`config.mk`:
```
export PLATFORM = sky130hd
export DESIGN_NAME = dns_query_message_encoder_core
export DESIGN_NICKNAME = d
export VERILOG_FILES = /design/src/design/dnsqe_pkg.sv /design/src/design/dnsqe_front.sv /design/src/design/dnsqe_cmd_queue.sv /design/src/design/dnsqe_back.sv /design/src/design/dns_query_message_encoder_core.sv
export SDC_FILE = /design/constraint.sdc
export NUM_CORES = 1
export LEC_CHECK = 0
export BUFFER_PORTS_ARGS = -buffer_cell sky130_fd_sc_hd__buf_2
export CAP_MARGIN = 30
export CORE_UTILIZATION = 40
export CTS_CLUSTER_DIAMETER = 200
export DETAILED_ROUTE_END_ITERATION = 6
export PLACE_DENSITY = 0.61
export SKIP_LAST_GASP = 1
export SLEW_MARGIN = 20
export SYNTH_ARGS = -nofsm -noshare
export SYNTH_HDL_FRONTEND = slang
export SYNTH_SLANG_ARGS = --single-unit
```
`constraint.sdc`:
```
create_clock -name clk -period 4.8 [get_ports clk]
set_clock_uncertainty 0.2 [all_clocks]
set_input_delay 0.24 -clock clk [delete_from_list [all_inputs] [get_ports clk]]
set_output_delay 0.24 -clock clk [all_outputs]
set_load 0.02 [all_outputs]
```
`src/design/dnsqe_pkg.sv`:
```
`timescale 1ns / 1ps
// Shared types, codes and byte tables for the DNS query encoder.
// Used by dnsqe_front, dnsqe_cmd_queue, dnsqe_back and the top level.
package dnsqe_pkg;

    // Input operation codes.
    localparam logic [1:0] OP_START = 2'd0;
    localparam logic [1:0] OP_CHAR  = 2'd1;
    localparam logic [1:0] OP_END   = 2'd2;

    localparam logic [7:0] DOT_CHAR = 8'h2E;

    // Wide enough for the largest supported label bound.
    localparam int LEN_W = 6;
    localparam int HDR_BYTES = 12;
    localparam int TRL_BYTES = 5;

    // Command kinds passed from the front to the back.
    localparam logic [1:0] CMD_START     = 2'd0;
    localparam logic [1:0] CMD_LABEL     = 2'd1;
    localparam logic [1:0] CMD_LABEL_END = 2'd2;
    localparam logic [1:0] CMD_END       = 2'd3;

    typedef struct packed {
        logic [1:0]       kind;
        logic [15:0]      id;
        logic [LEN_W-1:0] len;
        logic             cut;
    } cmd_t;

    typedef struct packed {
        logic             en;
        logic [LEN_W-1:0] addr;
        logic [7:0]       data;
    } mem_wr_t;

    function automatic logic [7:0] hdr_byte(input logic [LEN_W-1:0] idx,
                                            input logic [15:0] id);
        logic [7:0] b;
        case (idx)
            LEN_W'(0): b = id[7:0];
            LEN_W'(1): b = id[15:8];
            LEN_W'(2): b = 8'h01;
            LEN_W'(5): b = 8'h01;
            default:   b = 8'h00;
        endcase
        return b;
    endfunction

    // Trailer: root label, type A, class IN.
    function automatic logic [7:0] trl_byte(input logic [LEN_W-1:0] idx);
        logic [7:0] b;
        case (idx)
            LEN_W'(2): b = 8'h01;
            LEN_W'(4): b = 8'h01;
            default:   b = 8'h00;
        endcase
        return b;
    endfunction

endpackage

```
`src/design/dnsqe_front.sv`:
```
`timescale 1ns / 1ps
// Front end: accepts input transactions, buffers label characters into the
// label store and issues commands to the queue. Depends on dnsqe_pkg.
module dnsqe_front
    import dnsqe_pkg::*;
#(
    parameter int MAX_LABEL = 32
)
(
    input  logic             clk,
    input  logic             rst_n,
    input  logic             in_valid,
    output logic             in_ready,
    input  logic [1:0]       op,
    input  logic [7:0]       name_char,
    input  logic [15:0]      request_id,
    input  logic             q_full,
    output logic             q_push,
    output cmd_t             q_cmd,
    output mem_wr_t          mem_wr,
    input  logic             label_done
);

    logic [LEN_W-1:0] len_reg, len_next;
    logic             cut_reg, cut_next;
    // A label flush is in flight; the store must not be rewritten until read.
    logic             pend_reg, pend_next;
    logic             accept;

    assign in_ready = !q_full && !pend_reg;
    assign accept   = in_valid && in_ready;

    always_comb
    begin
        len_next     = len_reg;
        cut_next     = cut_reg;
        pend_next    = pend_reg && !label_done;
        q_push       = 1'b0;
        q_cmd.kind   = CMD_START;
        q_cmd.id     = request_id;
        q_cmd.len    = len_reg;
        q_cmd.cut    = cut_reg;
        mem_wr.en    = 1'b0;
        mem_wr.addr  = len_reg;
        mem_wr.data  = name_char;
        if (accept)
        begin
            case (op)
                OP_START:
                begin
                    q_push   = 1'b1;
                    len_next = '0;
                    cut_next = 1'b0;
                end
                OP_CHAR:
                begin
                    if (name_char == DOT_CHAR)
                    begin
                        if (len_reg != '0)
                        begin
                            q_push     = 1'b1;
                            q_cmd.kind = CMD_LABEL;
                            pend_next  = 1'b1;
                        end
                        len_next = '0;
                        cut_next = 1'b0;
                    end
                    else if (len_reg < LEN_W'(MAX_LABEL))
                    begin
                        mem_wr.en = 1'b1;
                        len_next  = len_reg + LEN_W'(1);
                    end
                    else
                    begin
                        cut_next = 1'b1;
                    end
                end
                OP_END:
                begin
                    q_push = 1'b1;
                    if (len_reg != '0)
                    begin
                        q_cmd.kind = CMD_LABEL_END;
                        pend_next  = 1'b1;
                    end
                    else
                    begin
                        q_cmd.kind = CMD_END;
                    end
                    len_next = '0;
                    cut_next = 1'b0;
                end
                default:
                begin
                end
            endcase
        end
    end

    always_ff @(posedge clk or negedge rst_n)
    begin
        if (!rst_n)
        begin
            len_reg  <= '0;
            cut_reg  <= 1'b0;
            pend_reg <= 1'b0;
        end
        else
        begin
            len_reg  <= len_next;
            cut_reg  <= cut_next;
            pend_reg <= pend_next;
        end
    end

endmodule

```
`src/design/dnsqe_cmd_queue.sv`:
```
`timescale 1ns / 1ps
// Two-entry command queue between the front and back ends.
// Depends on dnsqe_pkg for the command type.
module dnsqe_cmd_queue
    import dnsqe_pkg::*;
(
    input  logic clk,
    input  logic rst_n,
    input  logic push,
    input  cmd_t push_cmd,
    output logic full,
    input  logic pop,
    output logic not_empty,
    output cmd_t head
);

    cmd_t       entry_reg [2];
    logic       wr_ptr_reg, wr_ptr_next;
    logic       rd_ptr_reg, rd_ptr_next;
    logic [1:0] count_reg, count_next;
    logic       do_push;
    logic       do_pop;

    assign full      = (count_reg == 2'd2);
    assign not_empty = (count_reg != 2'd0);
    assign head      = entry_reg[rd_ptr_reg];
    assign do_push   = push && !full;
    assign do_pop    = pop && not_empty;

    always_comb
    begin
        wr_ptr_next = wr_ptr_reg ^ do_push;
        rd_ptr_next = rd_ptr_reg ^ do_pop;
        count_next  = count_reg + {1'b0, do_push} - {1'b0, do_pop};
    end

    always_ff @(posedge clk)
    begin
        if (do_push)
        begin
            entry_reg[wr_ptr_reg] <= push_cmd;
        end
    end

    always_ff @(posedge clk or negedge rst_n)
    begin
        if (!rst_n)
        begin
            wr_ptr_reg <= 1'b0;
            rd_ptr_reg <= 1'b0;
            count_reg  <= 2'd0;
        end
        else
        begin
            wr_ptr_reg <= wr_ptr_next;
            rd_ptr_reg <= rd_ptr_next;
            count_reg  <= count_next;
        end
    end

endmodule

```
`src/design/dnsqe_back.sv`:
```
`timescale 1ns / 1ps
// Back end: holds the label store and serializes each command into message
// bytes on a registered output port. Depends on dnsqe_pkg.
module dnsqe_back
    import dnsqe_pkg::*;
#(
    parameter int MAX_LABEL = 32
)
(
    input  logic       clk,
    input  logic       rst_n,
    input  mem_wr_t    mem_wr,
    input  logic       q_valid,
    input  cmd_t       q_head,
    output logic       q_pop,
    output logic       label_done,
    output logic       out_valid,
    input  logic       out_ready,
    output logic [7:0] out_byte,
    output logic       last_of_run,
    output logic       end_of_query,
    output logic       label_overflow
);

    localparam int IDX_W = (MAX_LABEL > 1) ? $clog2(MAX_LABEL) : 1;

    localparam logic [2:0] ST_IDLE = 3'd0;
    localparam logic [2:0] ST_HDR  = 3'd1;
    localparam logic [2:0] ST_LEN  = 3'd2;
    localparam logic [2:0] ST_CHR  = 3'd3;
    localparam logic [2:0] ST_TRL  = 3'd4;

    logic [7:0]       store_mem [MAX_LABEL];
    logic [7:0]       rd_data_reg;
    logic             rd_en;
    logic [LEN_W-1:0] rd_addr;

    logic [2:0]       state_reg, state_next;
    logic [LEN_W-1:0] cnt_reg, cnt_next;
    cmd_t             cmd_reg, cmd_next;

    logic             valid_reg, valid_next;
    logic [7:0]       byte_reg, byte_next;
    logic             last_reg, last_next;
    logic             eoq_reg, eoq_next;
    logic             ovf_reg, ovf_next;
    logic             load;

    // The output register can take a new byte when empty or being drained.
    assign load = !valid_reg || out_ready;

    always_comb
    begin
        state_next = state_reg;
        cnt_next   = cnt_reg;
        cmd_next   = cmd_reg;
        q_pop      = 1'b0;
        label_done = 1'b0;
        rd_en      = 1'b0;
        rd_addr    = '0;
        valid_next = valid_reg && !out_ready;
        byte_next  = byte_reg;
        last_next  = last_reg;
        eoq_next   = eoq_reg;
        ovf_next   = ovf_reg;
        case (state_reg)
            ST_IDLE:
            begin
                if (q_valid)
                begin
                    q_pop    = 1'b1;
                    cmd_next = q_head;
                    cnt_next = '0;
                    case (q_head.kind)
                        CMD_START:     state_next = ST_HDR;
                        CMD_LABEL:     state_next = ST_LEN;
                        CMD_LABEL_END: state_next = ST_LEN;
                        default:       state_next = ST_TRL;
                    endcase
                end
            end
            ST_HDR:
            begin
                if (load)
                begin
                    valid_next = 1'b1;
                    byte_next  = hdr_byte(cnt_reg, cmd_reg.id);
                    last_next  = (cnt_reg == LEN_W'(HDR_BYTES - 1));
                    eoq_next   = 1'b0;
                    ovf_next   = 1'b0;
                    cnt_next   = cnt_reg + LEN_W'(1);
                    if (cnt_reg == LEN_W'(HDR_BYTES - 1))
                    begin
                        state_next = ST_IDLE;
                    end
                end
            end
            ST_LEN:
            begin
                if (load)
                begin
                    valid_next = 1'b1;
                    byte_next  = 8'(cmd_reg.len);
                    last_next  = 1'b0;
                    eoq_next   = 1'b0;
                    ovf_next   = cmd_reg.cut;
                    rd_en      = 1'b1;
                    cnt_next   = '0;
                    state_next = ST_CHR;
                end
            end
            ST_CHR:
            begin
                if (load)
                begin
                    valid_next = 1'b1;
                    byte_next  = rd_data_reg;
                    eoq_next   = 1'b0;
                    ovf_next   = cmd_reg.cut;
                    if (cnt_reg == cmd_reg.len - LEN_W'(1))
                    begin
                        label_done = 1'b1;
                        cnt_next   = '0;
                        last_next  = (cmd_reg.kind == CMD_LABEL);
                        state_next = (cmd_reg.kind == CMD_LABEL) ? ST_IDLE : ST_TRL;
                    end
                    else
                    begin
                        // Fetch the next character while this one goes out.
                        last_next = 1'b0;
                        rd_en     = 1'b1;
                        rd_addr   = cnt_reg + LEN_W'(1);
                        cnt_next  = cnt_reg + LEN_W'(1);
                    end
                end
            end
            ST_TRL:
            begin
                if (load)
                begin
                    valid_next = 1'b1;
                    byte_next  = trl_byte(cnt_reg);
                    last_next  = (cnt_reg == LEN_W'(TRL_BYTES - 1));
                    eoq_next   = (cnt_reg == LEN_W'(TRL_BYTES - 1));
                    ovf_next   = 1'b0;
                    cnt_next   = cnt_reg + LEN_W'(1);
                    if (cnt_reg == LEN_W'(TRL_BYTES - 1))
                    begin
                        state_next = ST_IDLE;
                    end
                end
            end
            default:
            begin
                state_next = ST_IDLE;
            end
        endcase
    end

    always_ff @(posedge clk)
    begin
        if (mem_wr.en)
        begin
            store_mem[mem_wr.addr[IDX_W-1:0]] <= mem_wr.data;
        end
        if (rd_en)
        begin
            rd_data_reg <= store_mem[rd_addr[IDX_W-1:0]];
        end
    end

    always_ff @(posedge clk)
    begin
        cmd_reg  <= cmd_next;
        byte_reg <= byte_next;
        last_reg <= last_next;
        eoq_reg  <= eoq_next;
        ovf_reg  <= ovf_next;
    end

    always_ff @(posedge clk or negedge rst_n)
    begin
        if (!rst_n)
        begin
            state_reg <= ST_IDLE;
            cnt_reg   <= '0;
            valid_reg <= 1'b0;
        end
        else
        begin
            state_reg <= state_next;
            cnt_reg   <= cnt_next;
            valid_reg <= valid_next;
        end
    end

    assign out_valid      = valid_reg;
    assign out_byte       = byte_reg;
    assign last_of_run    = last_reg;
    assign end_of_query   = eoq_reg;
    assign label_overflow = ovf_reg;

endmodule

```
`src/design/dns_query_message_encoder_core.sv`:
```
`timescale 1ns / 1ps
// DNS A-record query encoder: turns start, character and end transactions into
// the byte stream of a standard query. Every input transaction is taken in the
// cycle in which it is accepted; start, flushed-label and end transactions are
// queued as commands, and the back end emits one byte per cycle from its output
// register unless out_ready stalls it, after a dispatch state per command; a
// trailer that follows the last label of the same end transaction skips that
// dispatch. All input transactions stall from the moment a label flush is queued
// until its last character has been loaded into the output register, and also
// while the command queue is full. A start transaction clears any label still
// buffered; labels longer than MAX_LABEL (1 to 63) are cut and flagged on every
// byte of that label.
module dns_query_message_encoder_core
    import dnsqe_pkg::*;
#(
    parameter int MAX_LABEL = 32
)
(
    input  logic        clk,
    input  logic        rst_n,
    input  logic        in_valid,
    output logic        in_ready,
    input  logic [1:0]  op,
    input  logic [7:0]  name_char,
    input  logic [15:0] request_id,
    output logic        out_valid,
    input  logic        out_ready,
    output logic [7:0]  out_byte,
    output logic        last_of_run,
    output logic        end_of_query,
    output logic        label_overflow
);

    logic    q_full;
    logic    q_push;
    logic    q_pop;
    logic    q_valid;
    cmd_t    q_cmd;
    cmd_t    q_head;
    mem_wr_t mem_wr;
    logic    label_done;

    dnsqe_front #(
        .MAX_LABEL (MAX_LABEL)
    ) u_front (
        .clk        (clk),
        .rst_n      (rst_n),
        .in_valid   (in_valid),
        .in_ready   (in_ready),
        .op         (op),
        .name_char  (name_char),
        .request_id (request_id),
        .q_full     (q_full),
        .q_push     (q_push),
        .q_cmd      (q_cmd),
        .mem_wr     (mem_wr),
        .label_done (label_done)
    );

    dnsqe_cmd_queue u_queue (
        .clk       (clk),
        .rst_n     (rst_n),
        .push      (q_push),
        .push_cmd  (q_cmd),
        .full      (q_full),
        .pop       (q_pop),
        .not_empty (q_valid),
        .head      (q_head)
    );

    dnsqe_back #(
        .MAX_LABEL (MAX_LABEL)
    ) u_back (
        .clk            (clk),
        .rst_n          (rst_n),
        .mem_wr         (mem_wr),
        .q_valid        (q_valid),
        .q_head         (q_head),
        .q_pop          (q_pop),
        .label_done     (label_done),
        .out_valid      (out_valid),
        .out_ready      (out_ready),
        .out_byte       (out_byte),
        .last_of_run    (last_of_run),
        .end_of_query   (end_of_query),
        .label_overflow (label_overflow)
    );

endmodule
```
==> impl_metrics.py, run 1 <==
metrics = {
    "status": {
        "status": "complete, no violations",
    },
    "worst_setup_path": {
        "cp.depth": 10,
        "worstPathMaxFanout": 17,
        "r2r_end": "u_back.rd_data_reg[2]$_DFFE_PP_",
        "r2r_start": "u_back.cmd_reg[1]$_DFFE_PP_",
        "critPathKind": "flip-flop to flip-flop",
        "worstPathRequired_ns": 5.01,
        "cp.arrival_ns": 3.85,
        "startpoint": "u_back.cmd_reg[1]$_DFFE_PP_",
        "endpoint_kind": "flip-flop",
        "cpPeakStageDelay_ns": 0.77,
        "critPathBufInv": 2,
        "path_cells": "inv_1, ha_1, nor3b_1, o211ai_1, or2_4, o31ai_4, buf_4, nor3_1, o311ai_0, o211a_1",
        "slowest_stage": "o31ai_4",
        "regToRegSetupSlack_ns": 1.16,
        "r2r_cells": 10,
        "crit_family": "compound AO/OA/AOI/OAI gates",
        "timing.critical_path.to": "u_back.rd_data_reg[2]$_DFFE_PP_",
        "cp-start-kind": "flip-flop",
    },
    "yosys": {
        "post-synth-top-area-fraction": 0.6791,
        "synth_top_flop_cell": "edfxtp_1",
        "synthesis.nets": 1061,
        "synth_enable_flop_cells": 350,
        "synth-seq-cells": 372,
        "synth_cells": 1012,
        "yosysUniqueCellTypes": 68,
        "synth_warnings": 0,
        "yosysMostFrequentCell": "edfxtp_1",
        "synthTopCellsByCount": "edfxtp_1, nor2_1, o22ai_1",
        "syn_area_per_cell_sq_um": 15.29,
        "async_flop_share": 0.05914,
        "yosys.area.top_type": "edfxtp_1",
        "yosysSeqAreaShare": 0.7146,
        "synthTopCellsByArea": "edfxtp_1, mux2_2, dfrtp_1",
        "synthesis.area_sq_um": 15480,
    },
    "finish": {
        "diodes": 0,
        "layout-drive-gt1-share": 0.1950,
        "largest_reg_flops": 256,
        "syn2layout_area_growth_pct": 14.31,
        "final-seq-area_sq_um": 11060,
        "fill_cells": 3348,
        "stdcell_count": 1629,
        "layout.nets": 1141,
        "design_area_sq_um": 17690,
        "multiInputGateArea_sq_um": 4135,
        "final_util": 0.4675,
    },
    "sta": {
        "rsz0062_at_grt": "no",
        "finalCritPeriodShare": 0.7587,
        "finalHoldViolations": 0,
        "worst_pin_slew_ns": 1.009,
        "setup_violations": 0,
        "fin_crit_ns": 3.642,
        "max-slew-margin-rel": 0.3246,
        "worst_slack_ns": 1.158,
        "tns_ns": 0,
        "slew_violations": 0,
        "fmax_mhz": 274.6,
    },
    "floorplan": {
        "num_rows": 71,
        "start_util": 0.4090,
        "chipHeight_um": 198.7,
        "fp.dieW_um": 198.7,
        "core_area_sq_um": 37840,
        "io_pins": 43,
        "die_area_sq_um": 39480,
    },
    "pwr": {
        "p_leak_nw": 5.842,
        "ir_drop_mv": 0.3421,
        "power_density_nw_per_um2": 521.3,
    },
    "detailed_routing": {
        "routed_via_density": 5.530,
        "drc_errors": 0,
        "drt_pass1_iterations": 5,
        "drt.antenna.violating_nets": 0,
        "wire_per_inst_um": 22.41,
        "dr_total_vias": 9008,
        "drtIter0Drc": 741,
        "drt_wl_total_mm": 36.50,
    },
    "placement": {
        "place_congestion": 0.8316,
        "dpl.hpwl_mm": 23.35,
        "dp_slack_ns": 1.142,
        "place_area_sq_um": 16350,
        "port_buffers": 42,
        "placed_cells": 1542,
    },
    "job": {
        "drv_cap": 0,
    },
    "cts": {
        "insertion_delay_ns": 0.54,
        "cts_buffer_depth": 3,
        "cts_tree": "built",
        "cts.htree.levels": 2,
        "clk_pin_slew_ns": 0.06,
        "post_cts_resized": 0,
        "cts-root-buf": "clkbuf_16",
        "numCtsBuffers": 37,
        "cts_sinks": 372,
    },
    "global_routing": {
        "grt_pass1_wl_mm": 55.14,
        "grt_usage": 0.1891,
        "grt_remaining_overflow": 0,
        "grt_pass1_vias": 8976,
        "grt_max_degree": 67,
        "antenna_found_initial": 0,
    },
    "worst_hold_path": {
        "hp-class": "input port to async pin",
    },
}
timing repair:
item	4_1_cts	5_1_grt
hold endpoints to repair	62	0
buffers inserted	0	0
hold buffers	21	0
layout by cell type, fill, tap and decap left out, drive strengths merged, types with 6 or more instances in the layout:
master | Yosys | routed
edfxtp | 350 | 350
nor2 | 85 | 85
buf | 19 | 74
o22ai | 64 | 64
mux2 | 60 | 60
clkbuf | 35 | 50
nand2 | 47 | 47
a21oi | 30 | 30
o21ai | 28 | 28
nor3 | 28 | 28
dfrtp | 22 | 22
dlygate4sd3 | 0 | 21
inv | 19 | 21
mux2i | 19 | 19
ha | 19 | 19
mux4 | 16 | 16
nand3 | 15 | 15
a31oi | 14 | 14
o311ai | 14 | 14
nor2b | 12 | 12
a211oi | 12 | 12
a22o | 10 | 10
clkinv | 0 | 10
xnor2 | 9 | 9
xor2 | 8 | 8
nand2b | 7 | 7
nand4 | 7 | 7
o31ai | 7 | 7
and3 | 6 | 6
o211a | 6 | 6
power breakdown:
part / switching [mW] / internal, mW
clock: 1.17 / 1.56
sequential: 0.240 / 3.93
combinational: 1.41 / 0.901
total: 2.83 / 6.39
worst register-to-register path, delay by kind of cell (launching register included):
family          cells  cell delay [ns]
simple gates        3             0.56
buf+inv             2             0.45
compound gates      4             1.66
flops               1             0.45
fa+ha+maj           1             0.21
routing by layer:
| metal | routed length (um) | part of all wire | vias up | track usage |
|---|---|---|---|---|
| li1 | - | - | 4112 | - |
| met5 | 0 | 0 | - | 0 |
| met3 | 1971 | 0.054 | 66 | 0.03001 |
| met1 | 16150 | 0.44 | 4531 | 0.2640 |
| met2 | 17060 | 0.47 | 299 | 0.2953 |
| met4 | 1314 | 0.036 | 0 | 0.07721 |
logic make-up (layout without fill, tap and decap cells):
logic type	Yosys count	in the layout	synth area share
XOR/XNOR	17	17	0.01011
multiplexers	95	95	0.07922
buffers and inverters	73	179	0.01972
flip-flops	372	372	0.7146
AO/OA/AOI/OAI	203	203	0.08868
adder cells (fa/ha/maj)	19	19	0.01536
AND/OR/NAND/NOR	233	233	0.07227
stage by stage:
step	total power, mW	hold WS [ns]
detailed placement	6.542	0.08466
finish	9.223	0.05175
floorplan	5.800	-0.2556
CTS	9.280	0.04732
global placement	6.520	0.08022
global route	9.628	0.06357
worst min-delay path by stage:
stage,from,end,slack [ns],depth (start not counted)
after floorplan,rst_n,u_back.cnt_reg[0]$_DFFE_PN0P_,-0.26,0
after global placement,rst_n,u_back.cnt_reg[5]$_DFFE_PN0P_,0.08,1
after detailed placement,rst_n,u_back.cnt_reg[5]$_DFFE_PN0P_,0.08,1
after CTS,name_char[6],u_back.store_mem[18][6]$_DFFE_PP_,0.05,2
after global routing,name_char[6],u_back.store_mem[18][6]$_DFFE_PP_,0.06,2
final,rst_n,u_back.out_valid$_DFF_PN0_,0.05,2
cell type report:
type,instances,share of cell area
Clock buffer,50,0.05622
Timing Repair Buffer,95,0.03734
Clock inverter,15,0.007143
Inverter,19,0.004031
Multi-Input combinational cell,567,0.2337
Tap cell,511,0.03614
Sequential cell,372,0.6254
No activity file was read; power rests on OpenSTA's default activity.
==> inputs of run 2 (changes only) <==
clock period = 3.7 ns   (was 4.8 ns; I/O delays follow)
==> impl_metrics.py, run 2 (same netlist as run 1, synthesis figures left out) <==
metrics = {
    "sta": {
        "slew_violations": 0,
        "worst_pin_slew_ns": 0.7971,
        "max-slew-margin-rel": 0.4668,
        "fin_crit_ns": 3.367,
        "rsz0062_at_grt": "no",
        "whs_ns": -0.008116,
        "finalHoldViolations": 10,
        "worst_slack_ns": 0.3335,
        "finalCritPeriodShare": 0.9099,
        "fmax_mhz": 297.0,
        "setup_violations": 0,
        "tns_ns": 0,
    },
    "detailed_routing": {
        "routed_via_density": 5.429,
        "wire_per_inst_um": 21.77,
        "drtIter0Drc": 779,
        "dr_total_vias": 9067,
        "drt_wl_total_mm": 36.35,
        "drt_pass1_iterations": 6,
        "drt.antenna.violating_nets": 0,
        "drc_errors": 0,
    },
    "worst_setup_path": {
        "cpPeakStageDelay_ns": 0.60,
        "path_cells": "buf_12, xor2_1, o211ai_1, or2_4, o31ai_4, buf_4, nor3_1, o311ai_0, o211a_1",
        "cp.depth": 9,
        "r2r_start": "u_back.cnt_reg[0]$_DFFE_PN0P_",
        "cp-start-kind": "flip-flop",
        "endpoint_kind": "flip-flop",
        "worstPathRequired_ns": 3.92,
        "critPathKind": "flip-flop to flip-flop",
        "cp.arrival_ns": 3.58,
        "regToRegSetupSlack_ns": 0.33,
        "slowest_stage": "o311ai_0",
        "worstPathMaxFanout": 85,
        "r2r_end": "u_back.rd_data_reg[0]$_DFFE_PP_",
        "startpoint": "u_back.cnt_reg[0]$_DFFE_PN0P_",
        "crit_family": "compound AO/OA/AOI/OAI gates",
        "timing.critical_path.to": "u_back.rd_data_reg[0]$_DFFE_PP_",
        "r2r_cells": 9,
        "critPathBufInv": 2,
    },
    "floorplan": {
        "num_rows": 71,
        "fp.dieW_um": 198.7,
        "start_util": 0.4090,
        "die_area_sq_um": 39480,
        "chipHeight_um": 198.7,
        "core_area_sq_um": 37840,
        "io_pins": 43,
    },
    "global_routing": {
        "grt_max_degree": 86,
        "grt_pass1_wl_mm": 54.30,
        "grt_usage": 0.1867,
        "grt_remaining_overflow": 0,
        "antenna_found_initial": 0,
        "grt_pass1_vias": 8844,
    },
    "cts": {
        "insertion_delay_ns": 0.55,
        "cts_buffer_depth": 3,
        "cts-root-buf": "clkbuf_16",
        "clk_pin_slew_ns": 0.06,
        "cts_sinks": 372,
        "numCtsBuffers": 39,
        "cts.htree.levels": 2,
        "cts_tree": "built",
    },
    "placement": {
        "port_buffers": 42,
        "dp_slack_ns": 0.3218,
        "place_congestion": 0.9006,
        "dpl.hpwl_mm": 23.55,
    },
    "finish": {
        "mostFrequentLayoutCell": "edfxtp_1",
        "syn2layout_area_growth_pct": 17.25,
        "layout-drive-gt1-share": 0.2261,
        "diodes": 0,
        "layout_common_cells": "edfxtp_1, nor2_1, buf_4",
        "final_util": 0.4795,
        "layout.nets": 1180,
        "largest_reg_flops": 256,
    },
    "worst_hold_path": {
        "hp-class": "input port to async pin",
    },
    "status": {
        "status": "finished, violations left",
        "violations": "negative hold slack",
    },
    "pwr": {
        "p_leak_nw": 6.127,
        "ir_drop_mv": 0.4208,
        "power.total_mw": 12.45,
        "power_density_nw_per_um2": 686.3,
    },
    "job": {
        "drv_cap": 0,
    },
}
[run 2: cell count changes in the layout (fill, tap and decap cells not counted)]
cell        previous run  this run
buf_12                 0         2
clkinvlp_4             1         2
clkbuf_1              11         9
bufinv_16              2         5
a211oi_2               1         0
buf_4                 32        67
inv_6                  2         0
clkbuf_8               2         0
clkinv_1               7         5
a211oi_1              11        12
clkbuf_16             37        41
clkinv_2               3         7
[run 2: final cells by class]
| cell class | instances | area (sq um) |
|---|---|---|
| fill | 3317 | 19700 |
| sequential | 372 | 11060 |
| timing repair buffer | 132 | 963.4 |
| inverter | 19 | 71.32 |
| tap | 511 | 639.4 |
| clock buffer | 50 | 1060 |
| multi-input combinational | 567 | 4130 |
| clock inverter | 19 | 219.0 |
[run 2: repair_timing]
item	CTS	global route
buffers inserted	0	0
hold endpoints to repair	63	0
gates resized for setup	0	0
hold buffers	21	0
[run 2: routing by layer]
metal,part of all wire,up-vias,global-route usage
li1,-,4196,-
met1,0.45,4566,0.2659
met2,0.47,242,0.2963
met3,0.056,63,0.02967
met4,0.023,0,0.05271
met5,0,-,0
[run 2: power breakdown]
part	switching (mW)	total [mW]	leakage, nW	internal, mW
clock network	1.56	3.92	0.622	2.37
registers	0.243	5.34	3.46	5.10
logic	1.97	3.19	2.05	1.22
[run 2: worst min-delay path by stage]
stage                       from                           endpoint  slack, ns  depth (start not counted)
floorplan                  rst_n      u_back.cnt_reg[0]$_DFFE_PN0P_      -0.31                          0
global placement           rst_n    u_back.state_reg[1]$_DFFE_PN0P_       0.02                          1
detailed placement         rst_n    u_back.state_reg[1]$_DFFE_PN0P_       0.02                          1
CTS                        rst_n      u_back.cnt_reg[4]$_DFFE_PN0P_      0.009                          2
global route        name_char[1]  u_back.store_mem[11][1]$_DFFE_PP_       0.03                          2
finish                     rst_n      u_back.cnt_reg[4]$_DFFE_PN0P_     -0.008                          2
[run 2: worst register-to-register path, stage by stage (launching register included)]
cell and delay, ns:
dfrtp_4 0.42, buf_12 0.39, xor2_1 0.19, o211ai_1 0.13
or2_4 0.29, o31ai_4 0.23, buf_4 0.43, nor3_1 0.12
o311ai_0 0.60, o211a_1 0.26
[run 2: metrics by stage]
stage	cells	hold slack (ns)	area, sq um
CTS	1670	0.008713	18150
global route	1670	0.03098	18150
detailed placement	1580	0.02396	16660
finish	1670	-0.008116	18150
global placement	1580	0.01672	16660
floorplan	1012	-0.3106	15480
==> inputs of run 3 (changes only) <==
REMOVE_ABC_BUFFERS = 1   (was not set)
==> impl_metrics.py, run 3 (same netlist as run 1, synthesis figures left out) <==
metrics = {
    "status": {
        "status": "complete, no violations",
    },
    "floorplan": {
        "chipHeight_um": 198.7,
        "start_util": 0.4090,
        "io_pins": 43,
        "num_rows": 71,
        "fp.dieW_um": 198.7,
        "die_area_sq_um": 39480,
        "core_area_sq_um": 37840,
    },
    "pwr": {
        "clockPowerShare": 0.298,
        "power_frac_seq": 0.440,
        "power.total_mw": 12.10,
        "p_comb_frac": 0.263,
        "ir_drop_mv": 0.4359,
        "power_density_nw_per_um2": 669.6,
        "switching_share": 0.3058,
        "p_int_mw": 8.400,
        "p_leak_nw": 6.081,
        "power.switching_mw": 3.701,
    },
    "worst_setup_path": {
        "timing.critical_path.to": "u_back.rd_data_reg[0]$_DFFE_PP_",
        "endpoint_kind": "flip-flop",
        "r2r_end": "u_back.rd_data_reg[0]$_DFFE_PP_",
        "worstPathRequired_ns": 3.90,
        "r2r_start": "u_back.cnt_reg[0]$_DFFE_PN0P_",
        "worstPathMaxFanout": 18,
        "regToRegSetupSlack_ns": 0.24,
        "r2r_cells": 7,
        "startpoint": "u_back.cnt_reg[0]$_DFFE_PN0P_",
        "cp.arrival_ns": 3.66,
        "cp-start-kind": "flip-flop",
        "critPathKind": "flip-flop to flip-flop",
    },
    "job": {
        "drv_cap": 0,
    },
    "detailed_routing": {
        "highest_layer": "met4",
        "dr_wl_met2_mm": 17.15,
        "wire_per_inst_um": 21.78,
        "drt.antenna.violating_nets": 0,
        "drt_wl_total_mm": 36.43,
        "met3_length_mm": 1.958,
        "routed_via_density": 5.432,
        "drt_pass1_iterations": 5,
        "dr_total_vias": 9087,
        "drtIter0Drc": 881,
        "wl_met1_mm": 16.26,
        "drc_errors": 0,
    },
    "placement": {
        "dpl.hpwl_mm": 23.06,
        "place_congestion": 0.8891,
        "port_buffers": 42,
    },
    "cts": {
        "numCtsBuffers": 39,
        "clk_pin_slew_ns": 0.06,
        "cts_sinks": 372,
        "insertion_delay_ns": 0.54,
        "cts_buffer_depth": 3,
        "cts.htree.levels": 2,
        "post_cts_resized": 0,
        "cts_tree": "built",
        "cts-root-buf": "clkbuf_16",
        "cts_setup_buffers": 0,
    },
    "global_routing": {
        "grt_usage": 0.1876,
        "grt_max_degree": 49,
        "antenna_found_initial": 0,
        "grt_remaining_overflow": 0,
        "grt_pass1_vias": 8982,
        "grt_pass1_wl_mm": 54.61,
    },
    "sta": {
        "max-slew-margin-rel": 0.3674,
        "fin_crit_ns": 3.458,
        "fmax_mhz": 289.2,
        "finalHoldViolations": 0,
        "slew_violations": 0,
        "worst_pin_slew_ns": 0.9370,
        "finalCritPeriodShare": 0.9345,
        "rsz0062_at_grt": "no",
        "setup_violations": 0,
    },
    "finish": {
        "multiInputGateArea_sq_um": 4130,
        "final_util": 0.4776,
        "layout-drive-gt1-share": 0.2246,
        "fill_cells": 3303,
        "largest_reg_flops": 256,
        "final-seq-area_sq_um": 11060,
        "syn2layout_area_growth_pct": 16.77,
        "mostFrequentLayoutCell": "edfxtp_1",
        "layout_common_cells": "edfxtp_1, nor2_1, o22ai_1",
        "layout.nets": 1180,
        "diodes": 0,
    },
    "worst_hold_path": {
        "hp-class": "input port to flip-flop",
    },
}
==> run 3: changes by cell type in the layout (fill, tap and decap cells not counted), sizes merged <==
cell | previous run | this run
inv | 19 | 22
bufinv | 5 | 1
clkinvlp | 2 | 3
buf | 111 | 109
clkinv | 12 | 15
dlygate4sd3 | 21 | 23
==> run 3: stage by stage <==
step           worst slack (ns)  TNS, ns  instances  hold WS [ns]  area (sq um)
2_1_floorplan            -3.094   -29.66        958       -0.3106         15240
3_3_place_gp             0.3267        0       1578       0.02592         16670
3_5_place_dp             0.2889        0       1578       0.02304         16670
4_1_cts                  0.2581        0       1673      0.002716         18070
5_1_grt                 0.08783        0       1673       0.02345         18070
6_report                 0.2423        0       1673       0.01800         18070
==> run 3: worst max-delay path: stages (launching register included) <==
cell and delay (ns):
dfrtp_4 0.51, inv_1 0.16, ha_2 0.45, nand2_1 0.59
buf_4 0.30, nor3_1 0.06, o311ai_0 0.78, o211a_1 0.27
==> run 3: worst min path at each step <==
| stage | start | endpoint | slack (ns) | cells past startpoint |
|---|---|---|---|---|
| detailed placement | rst_n | u_back.cnt_reg[5]$_DFFE_PN0P_ | 0.02 | 1 |
| global placement | rst_n | u_back.cnt_reg[5]$_DFFE_PN0P_ | 0.03 | 1 |
| floorplan | rst_n | u_back.cnt_reg[0]$_DFFE_PN0P_ | -0.31 | 0 |
| finish | name_char[6] | u_back.store_mem[16][6]$_DFFE_PP_ | 0.02 | 2 |
| global route | name_char[6] | u_back.store_mem[2][6]$_DFFE_PP_ | 0.02 | 2 |
| CTS | name_char[6] | u_back.store_mem[21][6]$_DFFE_PP_ | 0.003 | 2 |
==> run 3: area by class of cell <==
type / count / share of cell area
Inverter: 19 / 0.003946
Clock inverter: 22 / 0.008100
Timing Repair Buffer: 132 / 0.05497
Clock buffer: 50 / 0.05684
Multi-Input combinational cell: 567 / 0.2285
Sequential cell: 372 / 0.6122
Tap cell: 511 / 0.03538
==> run 3: power groups by stage <==
stage               combinational, mW  clock [mW]  sequential (mW)
floorplan                        1.90           0             5.57
CTS                              3.19        3.67             5.32
finish                           3.18        3.60             5.32
global route                     3.45        3.83             5.36
detailed placement               3.15           0             5.41
global placement                 3.12           0             5.40
==> run 3: repair_timing <==
item                                    CTS  global route
hold buffers                             23             0
endpoints found under the setup margin    0             0
endpoints found under the hold margin    62             0
==> run 3: per-layer routing <==
layer  global-route usage  vias to the layer above
li1                     -                     4210
met1               0.2568                     4568
met2               0.2975                      254
met3              0.03662                       55
met4              0.06781                        0
met5                    0                        -
